### src/rtl/sbh_pkg.sv
// sbh_pkg: constants, widths and state codes of the string bucket hash block.
// Pure package with no dependencies; used by string_bucket_hash.
package sbh_pkg;

    // Modulus width: only the low SIZE_BITS bits of table_size are used
    localparam int SIZE_BITS   = 16;

    // Field and bus widths
    localparam int CFG_W       = 16;
    localparam int CHAR_W      = 8;
    localparam int OUT_W       = 17;
    localparam int S_TDATA_W   = 8;
    localparam int M_TDATA_W   = 24;

    // Hash constants: the base 32 is applied as a left shift by 5
    localparam int HASH_OFFSET = 96;
    localparam int BASE_SHIFT  = 5;
    localparam int TABLE_RESET = 101;

    // Derived widths
    localparam int MOD_W  = SIZE_BITS;
    localparam int BIG_W  = (SIZE_BITS > CHAR_W) ? SIZE_BITS : CHAR_W;
    localparam int RV_W   = BIG_W + 1;            // signed running value
    localparam int MAG_W  = BIG_W + BASE_SHIFT + 1; // dividend magnitude
    localparam int A_W    = MAG_W + 1;            // signed dividend
    localparam int CNT_W  = $clog2(MAG_W);

    // Sequencer states
    typedef enum logic [2:0] {
        ST_IDLE = 3'b001,
        ST_DIV  = 3'b010,
        ST_DONE = 3'b100
    } state_t;

endpackage

### src/rtl/string_bucket_hash.sv
// string_bucket_hash: polynomial base-32 string hash reduced modulo a table size.
// Depends on sbh_pkg (widths, constants, state codes).
//
// A string streams in one character per word on s_axis (tdata[7:0] = character,
// tlast marks the last character). The first character of a longer string loads
// the running value with code-96. Every later character computes
// (value*32 + code-96) rem table_size, and a one-character string computes
// (code-96)*32 rem table_size, both with a truncating signed remainder; this
// runs on one restoring remainder unit that retires one dividend bit per cycle,
// so such a character passes an accept step, 22 divide steps and a finish step,
// and the block takes no new character until it is through. On the last
// character the 17-bit signed bucket index is placed in the output register on
// m_axis and the block re-arms. table_size is written over cfg_valid/cfg_data
// while the block is idle; an effective size of zero acts as one.
module string_bucket_hash (
    input  logic                           aclk,
    input  logic                           aresetn,
    // Configuration: table_size
    input  logic                           cfg_valid,
    output logic                           cfg_ready,
    input  logic [sbh_pkg::CFG_W-1:0]      cfg_data,
    // Input stream
    input  logic                           s_axis_tvalid,
    output logic                           s_axis_tready,
    input  logic [sbh_pkg::S_TDATA_W-1:0]  s_axis_tdata,   // [7:0] char_code
    input  logic                           s_axis_tlast,   // last_char
    // Result stream
    output logic                           m_axis_tvalid,
    input  logic                           m_axis_tready,
    output logic [sbh_pkg::M_TDATA_W-1:0]  m_axis_tdata    // [16:0] bucket_index, rest 0
);

    localparam int MOD_W = sbh_pkg::MOD_W;
    localparam int RV_W  = sbh_pkg::RV_W;
    localparam int MAG_W = sbh_pkg::MAG_W;
    localparam int A_W   = sbh_pkg::A_W;
    localparam int CNT_W = sbh_pkg::CNT_W;
    localparam int OUT_W = sbh_pkg::OUT_W;
    localparam int CFG_W = sbh_pkg::CFG_W;

    sbh_pkg::state_t            state_reg, state_next;
    logic [CNT_W-1:0]           cnt_reg, cnt_next;
    logic [MAG_W-1:0]           mag_reg, mag_next;
    logic                       neg_reg, neg_next;
    logic [MOD_W-1:0]           rem_reg, rem_next;
    logic                       last_reg, last_next;
    logic [RV_W-1:0]            rv_reg, rv_next;
    logic                       at_first_reg, at_first_next;
    logic [CFG_W-1:0]           size_reg, size_next;
    logic                       out_valid_reg, out_valid_next;
    logic [OUT_W-1:0]           out_data_reg, out_data_next;

    logic                       accept;
    logic                       cfg_write;
    logic [CFG_W+MOD_W-1:0]     size_ext;
    logic [MOD_W-1:0]           m_raw;
    logic [MOD_W-1:0]           m_eff;
    logic [A_W-1:0]             code_a;
    logic [A_W-1:0]             rv_a;
    logic [A_W-1:0]             dividend;
    logic [A_W-1:0]             dividend_abs;
    logic [RV_W-1:0]            code_rv;
    logic [MOD_W:0]             rem_shift;
    logic                       rem_ge;
    logic [MOD_W:0]             rem_diff;
    logic [RV_W-1:0]            rem_rv;
    logic [RV_W-1:0]            res_rv;
    logic [RV_W+OUT_W-1:0]      res_wide;
    logic                       done_go;

    // Handshakes
    assign s_axis_tready = (state_reg == sbh_pkg::ST_IDLE);
    assign cfg_ready     = (state_reg == sbh_pkg::ST_IDLE);
    assign accept        = s_axis_tvalid && s_axis_tready;
    assign cfg_write     = cfg_valid && cfg_ready;
    assign m_axis_tvalid = out_valid_reg;
    assign m_axis_tdata  = {{(sbh_pkg::M_TDATA_W-OUT_W){1'b0}}, out_data_reg};

    // Effective modulus: low SIZE_BITS bits, zero acts as one
    assign size_ext = {{MOD_W{1'b0}}, size_reg};
    assign m_raw    = size_ext[MOD_W-1:0];
    assign m_eff    = (m_raw == '0) ? MOD_W'(1) : m_raw;

    // Dividend formed at accept: value*32 + code-96, or (code-96)*32 for a lone char
    assign code_a   = A_W'(s_axis_tdata[sbh_pkg::CHAR_W-1:0]) - A_W'(sbh_pkg::HASH_OFFSET);
    assign code_rv  = RV_W'(s_axis_tdata[sbh_pkg::CHAR_W-1:0]) - RV_W'(sbh_pkg::HASH_OFFSET);
    assign rv_a     = {{(A_W-RV_W){rv_reg[RV_W-1]}}, rv_reg};
    assign dividend = at_first_reg ? (code_a << sbh_pkg::BASE_SHIFT)
                                   : ((rv_a << sbh_pkg::BASE_SHIFT) + code_a);
    assign dividend_abs = dividend[A_W-1] ? (~dividend + A_W'(1)) : dividend;

    // Restoring remainder step: shift in one dividend bit, subtract if it fits
    assign rem_shift = {rem_reg, mag_reg[MAG_W-1]};
    assign rem_ge    = (rem_shift >= {1'b0, m_eff});
    assign rem_diff  = rem_shift - {1'b0, m_eff};

    // Signed remainder follows the sign of the dividend
    assign rem_rv   = {{(RV_W-MOD_W){1'b0}}, rem_reg};
    assign res_rv   = neg_reg ? (~rem_rv + RV_W'(1)) : rem_rv;
    assign res_wide = {{OUT_W{res_rv[RV_W-1]}}, res_rv};

    // Finish may stall only when a result must go out and the output is full
    assign done_go = !last_reg || !out_valid_reg || m_axis_tready;

    // Sequencer and datapath next state
    always_comb begin
        state_next     = state_reg;
        cnt_next       = cnt_reg;
        mag_next       = mag_reg;
        neg_next       = neg_reg;
        rem_next       = rem_reg;
        last_next      = last_reg;
        rv_next        = rv_reg;
        at_first_next  = at_first_reg;
        size_next      = cfg_write ? cfg_data : size_reg;
        out_valid_next = out_valid_reg && !m_axis_tready;
        out_data_next  = out_data_reg;

        case (state_reg)
            sbh_pkg::ST_IDLE: begin
                if (accept) begin
                    last_next = s_axis_tlast;
                    if (at_first_reg && !s_axis_tlast) begin
                        // first of a longer string: load, no reduction
                        rv_next       = code_rv;
                        at_first_next = 1'b0;
                    end else begin
                        mag_next   = dividend_abs[MAG_W-1:0];
                        neg_next   = dividend[A_W-1];
                        rem_next   = '0;
                        cnt_next   = CNT_W'(MAG_W-1);
                        state_next = sbh_pkg::ST_DIV;
                    end
                end
            end
            sbh_pkg::ST_DIV: begin
                rem_next = rem_ge ? rem_diff[MOD_W-1:0] : rem_shift[MOD_W-1:0];
                mag_next = {mag_reg[MAG_W-2:0], 1'b0};
                cnt_next = cnt_reg - CNT_W'(1);
                if (cnt_reg == '0) begin
                    state_next = sbh_pkg::ST_DONE;
                end
            end
            sbh_pkg::ST_DONE: begin
                if (done_go) begin
                    state_next = sbh_pkg::ST_IDLE;
                    if (last_reg) begin
                        out_valid_next = 1'b1;
                        out_data_next  = res_wide[OUT_W-1:0];
                        rv_next        = '0;
                        at_first_next  = 1'b1;
                    end else begin
                        rv_next       = res_rv;
                        at_first_next = 1'b0;
                    end
                end
            end
            default: begin
                state_next = sbh_pkg::ST_IDLE;
            end
        endcase
    end

    // Control registers
    always_ff @(posedge aclk) begin
        if (!aresetn) begin
            state_reg     <= sbh_pkg::ST_IDLE;
            rv_reg        <= '0;
            at_first_reg  <= 1'b1;
            size_reg      <= CFG_W'(sbh_pkg::TABLE_RESET);
            out_valid_reg <= 1'b0;
        end else begin
            state_reg     <= state_next;
            rv_reg        <= rv_next;
            at_first_reg  <= at_first_next;
            size_reg      <= size_next;
            out_valid_reg <= out_valid_next;
        end
    end

    // Payload registers
    always_ff @(posedge aclk) begin
        cnt_reg      <= cnt_next;
        mag_reg      <= mag_next;
        neg_reg      <= neg_next;
        rem_reg      <= rem_next;
        last_reg     <= last_next;
        out_data_reg <= out_data_next;
    end

    // Assertions
    a_div_start: assert property (@(posedge aclk) disable iff (!aresetn)
        (accept && !(at_first_reg && !s_axis_tlast))
            |=> (state_reg == sbh_pkg::ST_DIV) && (cnt_reg == CNT_W'(MAG_W-1)))
        else $error("divide did not start after accepted word");

    a_div_end: assert property (@(posedge aclk) disable iff (!aresetn)
        ((state_reg == sbh_pkg::ST_DIV) && (cnt_reg == '0))
            |=> (state_reg == sbh_pkg::ST_DONE))
        else $error("divide did not finish after last step");

    a_rem_bound: assert property (@(posedge aclk) disable iff (!aresetn)
        (state_reg == sbh_pkg::ST_DIV) |-> (rem_reg < m_eff))
        else $error("partial remainder not below modulus");

    a_out_src: assert property (@(posedge aclk) disable iff (!aresetn)
        $rose(out_valid_reg) |-> $past((state_reg == sbh_pkg::ST_DONE) && last_reg))
        else $error("result word raised without a last character");

    a_rearm: assert property (@(posedge aclk) disable iff (!aresetn)
        ((state_reg == sbh_pkg::ST_DONE) && last_reg && done_go)
            |=> at_first_reg && (rv_reg == '0) && out_valid_reg)
        else $error("block did not re-arm after emitting a result");

endmodule

### config.mk
export PLATFORM = sky130hd
export DESIGN_NAME = string_bucket_hash
export DESIGN_NICKNAME = d
export VERILOG_FILES = /design/src/rtl/sbh_pkg.sv /design/src/rtl/string_bucket_hash.sv
export SDC_FILE = /design/constraint.sdc
export NUM_CORES = 1
export LEC_CHECK = 0
export BUFFER_PORTS_ARGS = -buffer_cell sky130_fd_sc_hd__buf_2
export CORE_MARGIN = 3
export CORE_UTILIZATION = 30
export CTS_BUF_LIST = sky130_fd_sc_hd__clkbuf_2
export CTS_CLUSTER_DIAMETER = 30
export DETAILED_ROUTE_END_ITERATION = 10
export PLACE_DENSITY = 0.49
export SKIP_CTS_REPAIR_TIMING = 1
export SLEW_MARGIN = 20
export SYNTH_ARGS = -nofsm -noshare
export SYNTH_HDL_FRONTEND = slang
export SYNTH_SLANG_ARGS = --single-unit
### constraint.sdc
create_clock -name aclk -period 4.5 [get_ports aclk]
set_input_delay 0.9 -clock aclk [delete_from_list [all_inputs] [get_ports aclk]]
set_output_delay 0.9 -clock aclk [all_outputs]
set_load 0.01 [all_outputs]
# ---- Word-level counts from Yosys, hierarchy flattened
# Cells that the tools add are included.
dict set report word_totals {
  out_inout_bits 27
  reg_bits 100
  inputBits 30
}
dict set report classes {
  n_eq_ne 8
  add_sub_neg 7
  bitwise_logic 3
  n_lt_le_gt_ge 1
  muxes 32
  reduce_logical 20
}
# cell count
set op_table {}
lappend op_table {{17-bit two-way mux} 5}
lappend op_table {{22-bit two-way mux} 3}
lappend op_table {{16-bit two-way mux} 4}
lappend op_table {{22-bit case mux with 2 select lines} 1}
lappend op_table {{17-bit case mux with 2 select lines} 1}
lappend op_table {{16-bit case mux with 2 select lines} 1}
lappend op_table {{22-bit by 9-bit adder with 23-bit output} 1}
lappend op_table {{23-bit two-way mux} 1}
lappend op_table {{22-bit by 1-bit adder with 22-bit output, second input constant} 1}
lappend op_table {{22-bit inverter} 1}
lappend op_table {{8-bit by 7-bit subtractor with 9-bit output, second input constant} 2}
lappend op_table {{17-bit by 1-bit adder with 17-bit output, second input constant} 1}
lappend op_table {{17-bit by 16-bit greater-or-equal comparator with 1-bit output} 1}
lappend op_table {{16-bit inverter with 17-bit output} 1}
lappend op_table {{16-bit zero test} 1}
lappend op_table {{16-bit subtractor} 1}
lappend op_table {{3-bit two-way mux} 4}
lappend op_table {{5-bit two-way mux} 2}
lappend op_table {{5-bit case mux with 2 select lines} 1}
lappend op_table {{3-bit case mux with 3 select lines} 1}
lappend op_table {{3-bit AND reduction} 3}
lappend op_table {{4-bit AND reduction} 2}
lappend op_table {{1-bit two-way mux} 7}
lappend op_table {{2-bit inequality test, second input constant} 3}
lappend op_table {{13 further kinds} 22}

# ---- Logic depth before layout (Yosys ltp)
# Gate-level depths: netlist (run 1).
dict set report logic_depth {
  word_depth 9
  depth_mapped 15
}

# ---- Least setup slack after synthesis (run 1)
# No wires, ideal clock.
dict set report synth_timing {
  path_type {input to register}
  from {input port s_axis_tdata[5] in the netlist's numbering}
  to {register mag_reg[21] (data pin)}
  path_stages 12
  n_path_buf 0
  required_time_ns 4.234
  setup_time_ns 0.266
  arrival_ns 3.921
  slack_ns 0.313
  path_cell_list {a21oi_1 -> ha_1 -> o211ai_1 -> o21ai_2 -> xor2_1 -> mux2i_4 -> nand3_2 -> or3_4 -> nand4b_4 -> o41a_1 -> xnor2_1 -> o21ai_1}
}
dict set report synth_via {
  elab_chain_len 9
}
# item line
set synth_rtl {}
lappend synth_rtl {{start: declaration} string_bucket_hash.sv:25} ;# input logic [sbh_pkg::S_TDATA_W-1:0] s_axis_tdata,
lappend synth_rtl {{8-bit by 7-bit subtractor with 9-bit output *} string_bucket_hash.sv:85} ;# assign code_a = A_W'(s_axis_tdata[sbh_pkg::CHAR_W-1:0]) - A_W'(sbh_pkg::HASH_OFFSET);
lappend synth_rtl {{22-bit by 9-bit adder with 23-bit output} string_bucket_hash.sv:89} ;# : ((rv_a << sbh_pkg::BASE_SHIFT) + code_a);
lappend synth_rtl {{23-bit two-way mux *} string_bucket_hash.sv:88} ;# assign dividend = at_first_reg ? (code_a << sbh_pkg::BASE_SHIFT)
lappend synth_rtl {{22-bit inverter} string_bucket_hash.sv:90} ;# assign dividend_abs = dividend[A_W-1] ? (~dividend + A_W'(1)) : dividend;
lappend synth_rtl {{22-bit by 1-bit adder with 22-bit output} string_bucket_hash.sv:90}
lappend synth_rtl {{22-bit two-way mux *} string_bucket_hash.sv:90}
lappend synth_rtl {{22-bit two-way mux *} string_bucket_hash.sv:123} ;# if (at_first_reg && !s_axis_tlast) begin
lappend synth_rtl {{22-bit two-way mux *} string_bucket_hash.sv:121} ;# if (accept) begin
lappend synth_rtl {{22-bit case mux with 2 select lines *} string_bucket_hash.sv:119} ;# case (state_reg)
lappend synth_rtl {{via mag_next[21]} string_bucket_hash.sv:43} ;# logic [MAG_W-1:0] mag_reg, mag_next;
lappend synth_rtl {{end signal: assignment} string_bucket_hash.sv:184} ;# mag_reg <= mag_next;
lappend synth_rtl {{end: declaration} string_bucket_hash.sv:43}
# Mark *: on every way through the listed nets, which the timed path passes. The rest lies on a longest branch. The select of a mux whose other input is x is not followed.
# A chain may end at the register's enable or synchronous reset.

# ---- Worst setup path after layout (run 1)
# Same ends and word-level chain as after synthesis.

==> impl_metrics.ini, run 1 <==
[cts]
clock_sinks = 100
cts_tree = built
numCtsBuffers = 9
path_clk_slew_ps = 300
htree_levels = 3
root_buffer = clkbuf_2
clock_latency_ps = 630
clock_path_buffers = 2

[yosys]
yosysUniqueCellTypes = 73
synth-seq-area-share_pct = 39.7
synth_area_leaders = edfxtp_1, dfxtp_1, ha_1
synthesis.area_mm2 = 0.00661
avgSynthCellArea_um2 = 8.99
synth-edff-count = 62
ys_async_sr_fraction_pct = 0
yosysTopAreaCell = edfxtp_1
syn_inst = 735
synth_flop_cell = edfxtp_1
synth-seq-cells = 100
synth_top_area_share_pct = 28.2
synth_warnings = 0

[worst_setup_path]
startpoint = s_axis_tdata[5]
critical-path-top-cell-by-count = o21ai_1
path_depth = 13
end_kind = flop
r2r_setup_slack_ps = 1010
r2r-end = rem_reg[0]
critPathRequiredTime_ps = 4880
r2r_cells = 14
worstPathArrival_ps = 3880
path_buf_inv = 1
critPathKind = input pin to flop
path_cells = buf_2 > ha_1 > fa_1 > a211oi_2 > o21ai_2 > a2111oi_2 > o31ai_1 > o21ai_1 > xor2_1 > nor2_1 > o41a_1 > xnor2_1 > o21ai_1
crit_path_max_fanout = 4
crit_path_max_incr_delay_ps = 490
critPathTopFamily = compound AO/OA/AOI/OAI gates
critPathLaunchType = input pin
slowest_stage = fa_1
endpoint = mag_reg[21]
timing.rr.start = m_raw[12]

[final_layout]
nets = 838
largest_register_ffs = 22
final_layout_size_suffix_gt1_share_pct = 12.9
synthToLayoutAreaGrowth_pct = 8.58
fin_util_pct = 33.6

[floorplanning]
start_util_pct = 30.9
pin_count = 57
rows = 53
die_area_mm2 = 0.0238
dieHeight_um = 154
die_w_um = 154
core_area_mm2 = 0.0214

[sta]
max_freq_mhz = 285
setup_viol = 0
worst_pin_slew_ps = 1020
finalCritPeriodShare_pct = 77.9
final_hold_viol_count = 0
final.min_clock_period_ps = 3510
slew_headroom_pct = 31.4
report.final.slew_viol_count = 0
setup_tns_ps = 0
rsz0062_at_grt = false
clock_skew_ps = 41.8

[power_and_ir_drop]
internal_power_mw = 1.57
p_per_area_mw_per_mm2 = 346
clkPwrFrac_pct = 19.0
vdd_drop_max_mv = 0.122
p_switching_mw = 0.912
pwr-share-seq_pct = 46.5
swShare_pct = 36.8
p_leak_nw = 2.87
p_comb_share_pct = 34.5

[hold_path]
min_path_cells = 3
min_path_type = input pin to flop

[place]
port_buffers = 49
dp_hpwl_um = 12100
gp_congestion = 0.831

[global_route]
globalRouteMet3Util_pct = 1.87
grt_pass1_vias = 5253
grt_start_max_net_pins = 45
busiest_layer = met2
overflow = 0
antenna_found_initial = 1
grt_pass1_wl_um = 27200
grt_use_met2_pct = 22.1
gr-usage-all-layers_pct = 14.1
grt_use_met1_pct = 20.2

[detailed_routing]
drtIter0Drc = 216
post_drt_wl_per_cell_um = 15.5
routed_wl_um = 16300
num_vias = 5252
drc_errors = 0
avgViaCountPerCell = 5.00
antenna_left = 0
dr.pass1.iters = 5

[job]
drv_cap = 0

[status]
outcome = complete, no violations
## cell type report
| class | count | area [um^2] |
|---|---|---|
| Multi-Input combinational cell | 573 | 3670 |
| Inverter | 29 | 109 |
| Clock inverter | 6 | 72.6 |
| Antenna cell | 1 | 2.50 |
| Clock buffer | 10 | 50.0 |
| Timing Repair Buffer | 56 | 298 |
| Fill cell | 2312 | 14200 |
| Tap cell | 275 | 344 |
| Sequential cell | 100 | 2620 |
## Yosys cell counts, drive strengths merged (2+ instances only)
| cell | number |
|---|---|
| nand2 | 113 |
| nor3 | 14 |
| nor4 | 5 |
| and2 | 6 |
| nand3 | 7 |
| mux2i | 6 |
| ha | 37 |
| buf | 14 |
| o211ai | 8 |
| a22oi | 5 |
| a211oi | 6 |
| inv | 29 |
| nand2b | 5 |
| edfxtp | 62 |
| or2 | 5 |
| clkbuf | 24 |
| a31oi | 7 |
| o21ai | 61 |
| xnor2 | 32 |
| or3 | 5 |
| a21o | 13 |
| o31a | 3 |
| a21boi | 13 |
| a21oi | 49 |
| o41ai | 3 |
| o21a | 6 |
| fa | 2 |
| o211a | 8 |
| nand4 | 4 |
| mux2 | 2 |
| nor2b | 5 |
| dfxtp | 38 |
| o221ai | 2 |
| nor2 | 72 |
| and4 | 2 |
| and3 | 8 |
| a2111oi | 2 |
| xor2 | 29 |
| o31ai | 9 |
## worst reg2reg max path: cells and delay by family (launching register included)
family	cells	cell delay, ps
flip-flops	1	390
AND/OR/NAND/NOR	5	840
adder cells (fa/ha/maj)	1	200
buffers and inverters	2	320
AO/OA/AOI/OAI	6	1560
## logic make-up (layout without fill, tap and decap cells)
group / count (synthesis) / after routing / synth area share, %
compound gates: 202 / 202 / 20.1
simple gates: 256 / 256 / 17.7
other cells: 1 / 8 / 0.0568
flops: 100 / 100 / 39.7
mux: 8 / 8 / 1.44
fa+ha+maj: 39 / 39 / 7.61
xor+xnor: 61 / 61 / 8.20
buf+inv: 68 / 101 / 5.21
## layer usage
metal / vias to the layer above / part of all wire [%] / wire (um)
met5: - / 0 / 0
met4: 0 / 1.4 / 227
li1: 2674 / - / -
met3: 12 / 2.8 / 464
met2: 76 / 44 / 7250
met1: 2490 / 51 / 8380
## worst min path at each step
stage / startpoint / slack, ps / end
after floorplan: m_raw[0] / 440 / m_raw[0]
after global placement: m_raw[0] / 480 / m_raw[0]
after detailed placement: m_raw[0] / 480 / m_raw[0]
after CTS: cfg_data[0] / 370 / m_raw[0]
after global routing: cfg_data[0] / 390 / m_raw[0]
final: cfg_data[0] / 450 / m_raw[0]
## cell usage in the layout, fill, tap and decap left out, types with 9 or more instances in the layout
cell type | Yosys | final
nand2_1 | 111 | 111
nor2_1 | 72 | 70
edfxtp_1 | 62 | 62
o21ai_0 | 53 | 53
buf_2 | 3 | 49
a21oi_1 | 48 | 48
dfxtp_1 | 38 | 38
ha_1 | 37 | 37
xnor2_1 | 32 | 32
inv_1 | 29 | 29
xor2_1 | 28 | 28
nor3_1 | 14 | 14
a21o_1 | 13 | 13
a21boi_0 | 13 | 13
clkbuf_2 | 0 | 10
o31ai_1 | 9 | 9
## metrics by stage
step	total power, mW	instance area (um^2)	std cells	setup slack, ps	hold WS, ps
6_report	2.48	7170	1050	995	451
5_1_grt	2.67	7170	1050	691	388
4_1_cts	2.51	7170	1049	958	375
3_5_place_dp	2.03	7050	1033	320	481
3_3_place_gp	2.04	7040	1033	315	478
2_1_floorplan	1.84	6630	741	313	443
## power groups by stage
| stage | logic (mW) | clock network, mW | registers [mW] |
|---|---|---|---|
| after detailed placement | 0.861 | 0 | 1.17 |
| after global routing | 0.978 | 0.527 | 1.17 |
| after CTS | 0.865 | 0.491 | 1.16 |
| after floorplan | 0.690 | 0 | 1.15 |
| after global placement | 0.861 | 0 | 1.17 |
| final | 0.857 | 0.471 | 1.15 |
Note: power is estimated with default switching activity, not from simulation.
==> run 2: changes to the inputs <==
==> constraint.sdc (replaced) <==
create_clock -name aclk -period 3.6 [get_ports aclk]
set_input_delay 0.72 -clock aclk [delete_from_list [all_inputs] [get_ports aclk]]
set_output_delay 0.72 -clock aclk [all_outputs]
set_load 0.01 [all_outputs]
==> run 2 against run 1 <==
Global-route usage about the same. Clock power rose by 17%. Non-clock buffer count is 55 higher. Sequential share of layout area down 2.1 points. Combinational power up 39%. Utilization grew 2.0 points. Sequential power is 25% higher. Clock-buffer cell count shrank 1. Final area increased by 6.1%. Hold slack worse by 210 ps. First-iteration DRC count is 41% higher. Final cell count rose by 5.2%. Largest cell class unchanged.
==> impl_metrics.ini, run 2 (synthesis gave the netlist of run 1 again) <==
[sta]
max_freq_mhz = 299
setup_ws_ps = 257
report.final.slew_viol_count = 0
slew_headroom_pct = 33.4
hold_ws_ps = 240
clock_skew_ps = 49.3
setup_viol = 0
rsz0062_at_grt = false
setup_tns_ps = 0
finalCritPeriodShare_pct = 92.9
worst_pin_slew_ps = 998
final.min_clock_period_ps = 3340
final_hold_viol_count = 0

[hold_path]
min_path_type = input pin to flop
min-delay-start = cfg_data[0]
min_path_cells = 3
min_to = m_raw[0]

[floorplanning]
rows = 53
dieHeight_um = 154
start_util_pct = 30.9
die_area_mm2 = 0.0238
pin_count = 57
core_area_mm2 = 0.0214
die_w_um = 154

[detailed_routing]
routed_wl_um = 16100
avgViaCountPerCell = 4.93
num_vias = 5450
dr.pass1.iters = 5
drtIter0Drc = 304
post_drt_wl_per_cell_um = 14.6
antenna_left = 0
drc_errors = 0

[final_layout]
fin_util_pct = 35.6
mostFrequentLayoutCell = nand2_1
final_area_mm2 = 0.00761
nets = 893
final_layout_size_suffix_gt1_share_pct = 18.9
instances_no_fill = 1105
synthToLayoutAreaGrowth_pct = 15.2
largest_register_ffs = 22
final_cell_mix = nand2_1, nor2_1, edfxtp_1, buf_4, o21ai_0

[power_and_ir_drop]
p_per_area_mw_per_mm2 = 418
finalPower_mw = 3.18
vdd_drop_max_mv = 0.179
p_leak_nw = 3.14

[worst_setup_path]
end_kind = flop
r2r-end = rem_reg[0]
timing.rr.start = m_raw[12]
critPathRequiredTime_ps = 4050
crit_path_max_fanout = 28
r2r_setup_slack_ps = 260
r2r_cells = 14
critPathKind = flop to flop
critPathLaunchType = flop
worstPathArrival_ps = 3790

[place]
place_inst = 1088
port_buffers = 49
gp_congestion = 0.849
dp_hpwl_um = 12300
pre_cts_slack_ps = -272
dpl-instance-area_mm2 = 0.00749

[status]
outcome = complete, no violations

[cts]
cts_tree = built
clock_latency_ps = 650
path_clk_slew_ps = 330
root_buffer = clkbuf_2
htree_levels = 3
clock_path_buffers = 2
clock_sinks = 100
numCtsBuffers = 9

[global_route]
gr-usage-all-layers_pct = 14.1
antenna_found_initial = 2
overflow = 0
grt_pass1_vias = 5466
grt_pass1_wl_um = 27300
grt_start_max_net_pins = 39

[job]
drv_cap = 0
-- run 2: changes by cell type in the layout (fill, tap and decap cells not counted), sizes merged --
cell      before  now
clkinv         0    3
buf           56  111
inv           31   32
clkbuf        10    9
bufinv         1    0
clkinvlp       3    1
-- run 2: layout make-up --
cell class | instances | area [um^2]
well taps | 275 | 344
fillers | 2294 | 13700
inverters | 29 | 109
repair buffers | 111 | 736
flip-flops and latches | 100 | 2620
multi-input cells | 573 | 3690
diodes | 1 | 2.50
clock buffers | 9 | 45.0
clock inverters | 7 | 57.6
-- run 2: power breakdown --
| part | total, mW | internal (mW) | switching [mW] | leakage, nW |
|---|---|---|---|---|
| registers | 1.44 | 1.36 | 0.0780 | 0.885 |
| clock network | 0.550 | 0.103 | 0.447 | 0.0625 |
| logic | 1.19 | 0.537 | 0.650 | 2.19 |
-- run 2: worst max-delay path by stage --
stage | depth (start not counted) | start | slack, ps | to
finish | 14 | m_raw[12] | 260 | rem_reg[0]
global route | 14 | m_raw[12] | 30 | rem_reg[10]
global placement | 14 | s_axis_tdata[5] | -240 | mag_reg[20]
CTS | 14 | m_raw[12] | 190 | rem_reg[0]
detailed placement | 14 | s_axis_tdata[5] | -270 | mag_reg[20]
floorplan | 12 | s_axis_tdata[5] | 40 | mag_reg[21]
-- run 2: routing by layer --
layer | vias up | track usage, % | routed length (um)
li1 | 2783 | - | -
met1 | 2561 | 20.1 | 8240
met2 | 80 | 22.1 | 7130
met3 | 24 | 1.99 | 409
met4 | 2 | 4.67 | 324
met5 | - | 0 | 7
-- run 2: critical path, cell delays in order (launching register included) --
cell and delay (ps):
dfxtp_1 400, nor4_2 370, a41o_1 240, ha_1 200
inv_1 50, a21o_1 180, nand4_1 110, a31oi_1 160
a221o_1 370, a221oi_1 350, and2_1 230, buf_12 180
nor2_1 50, a21oi_1 190, nor2_1 70
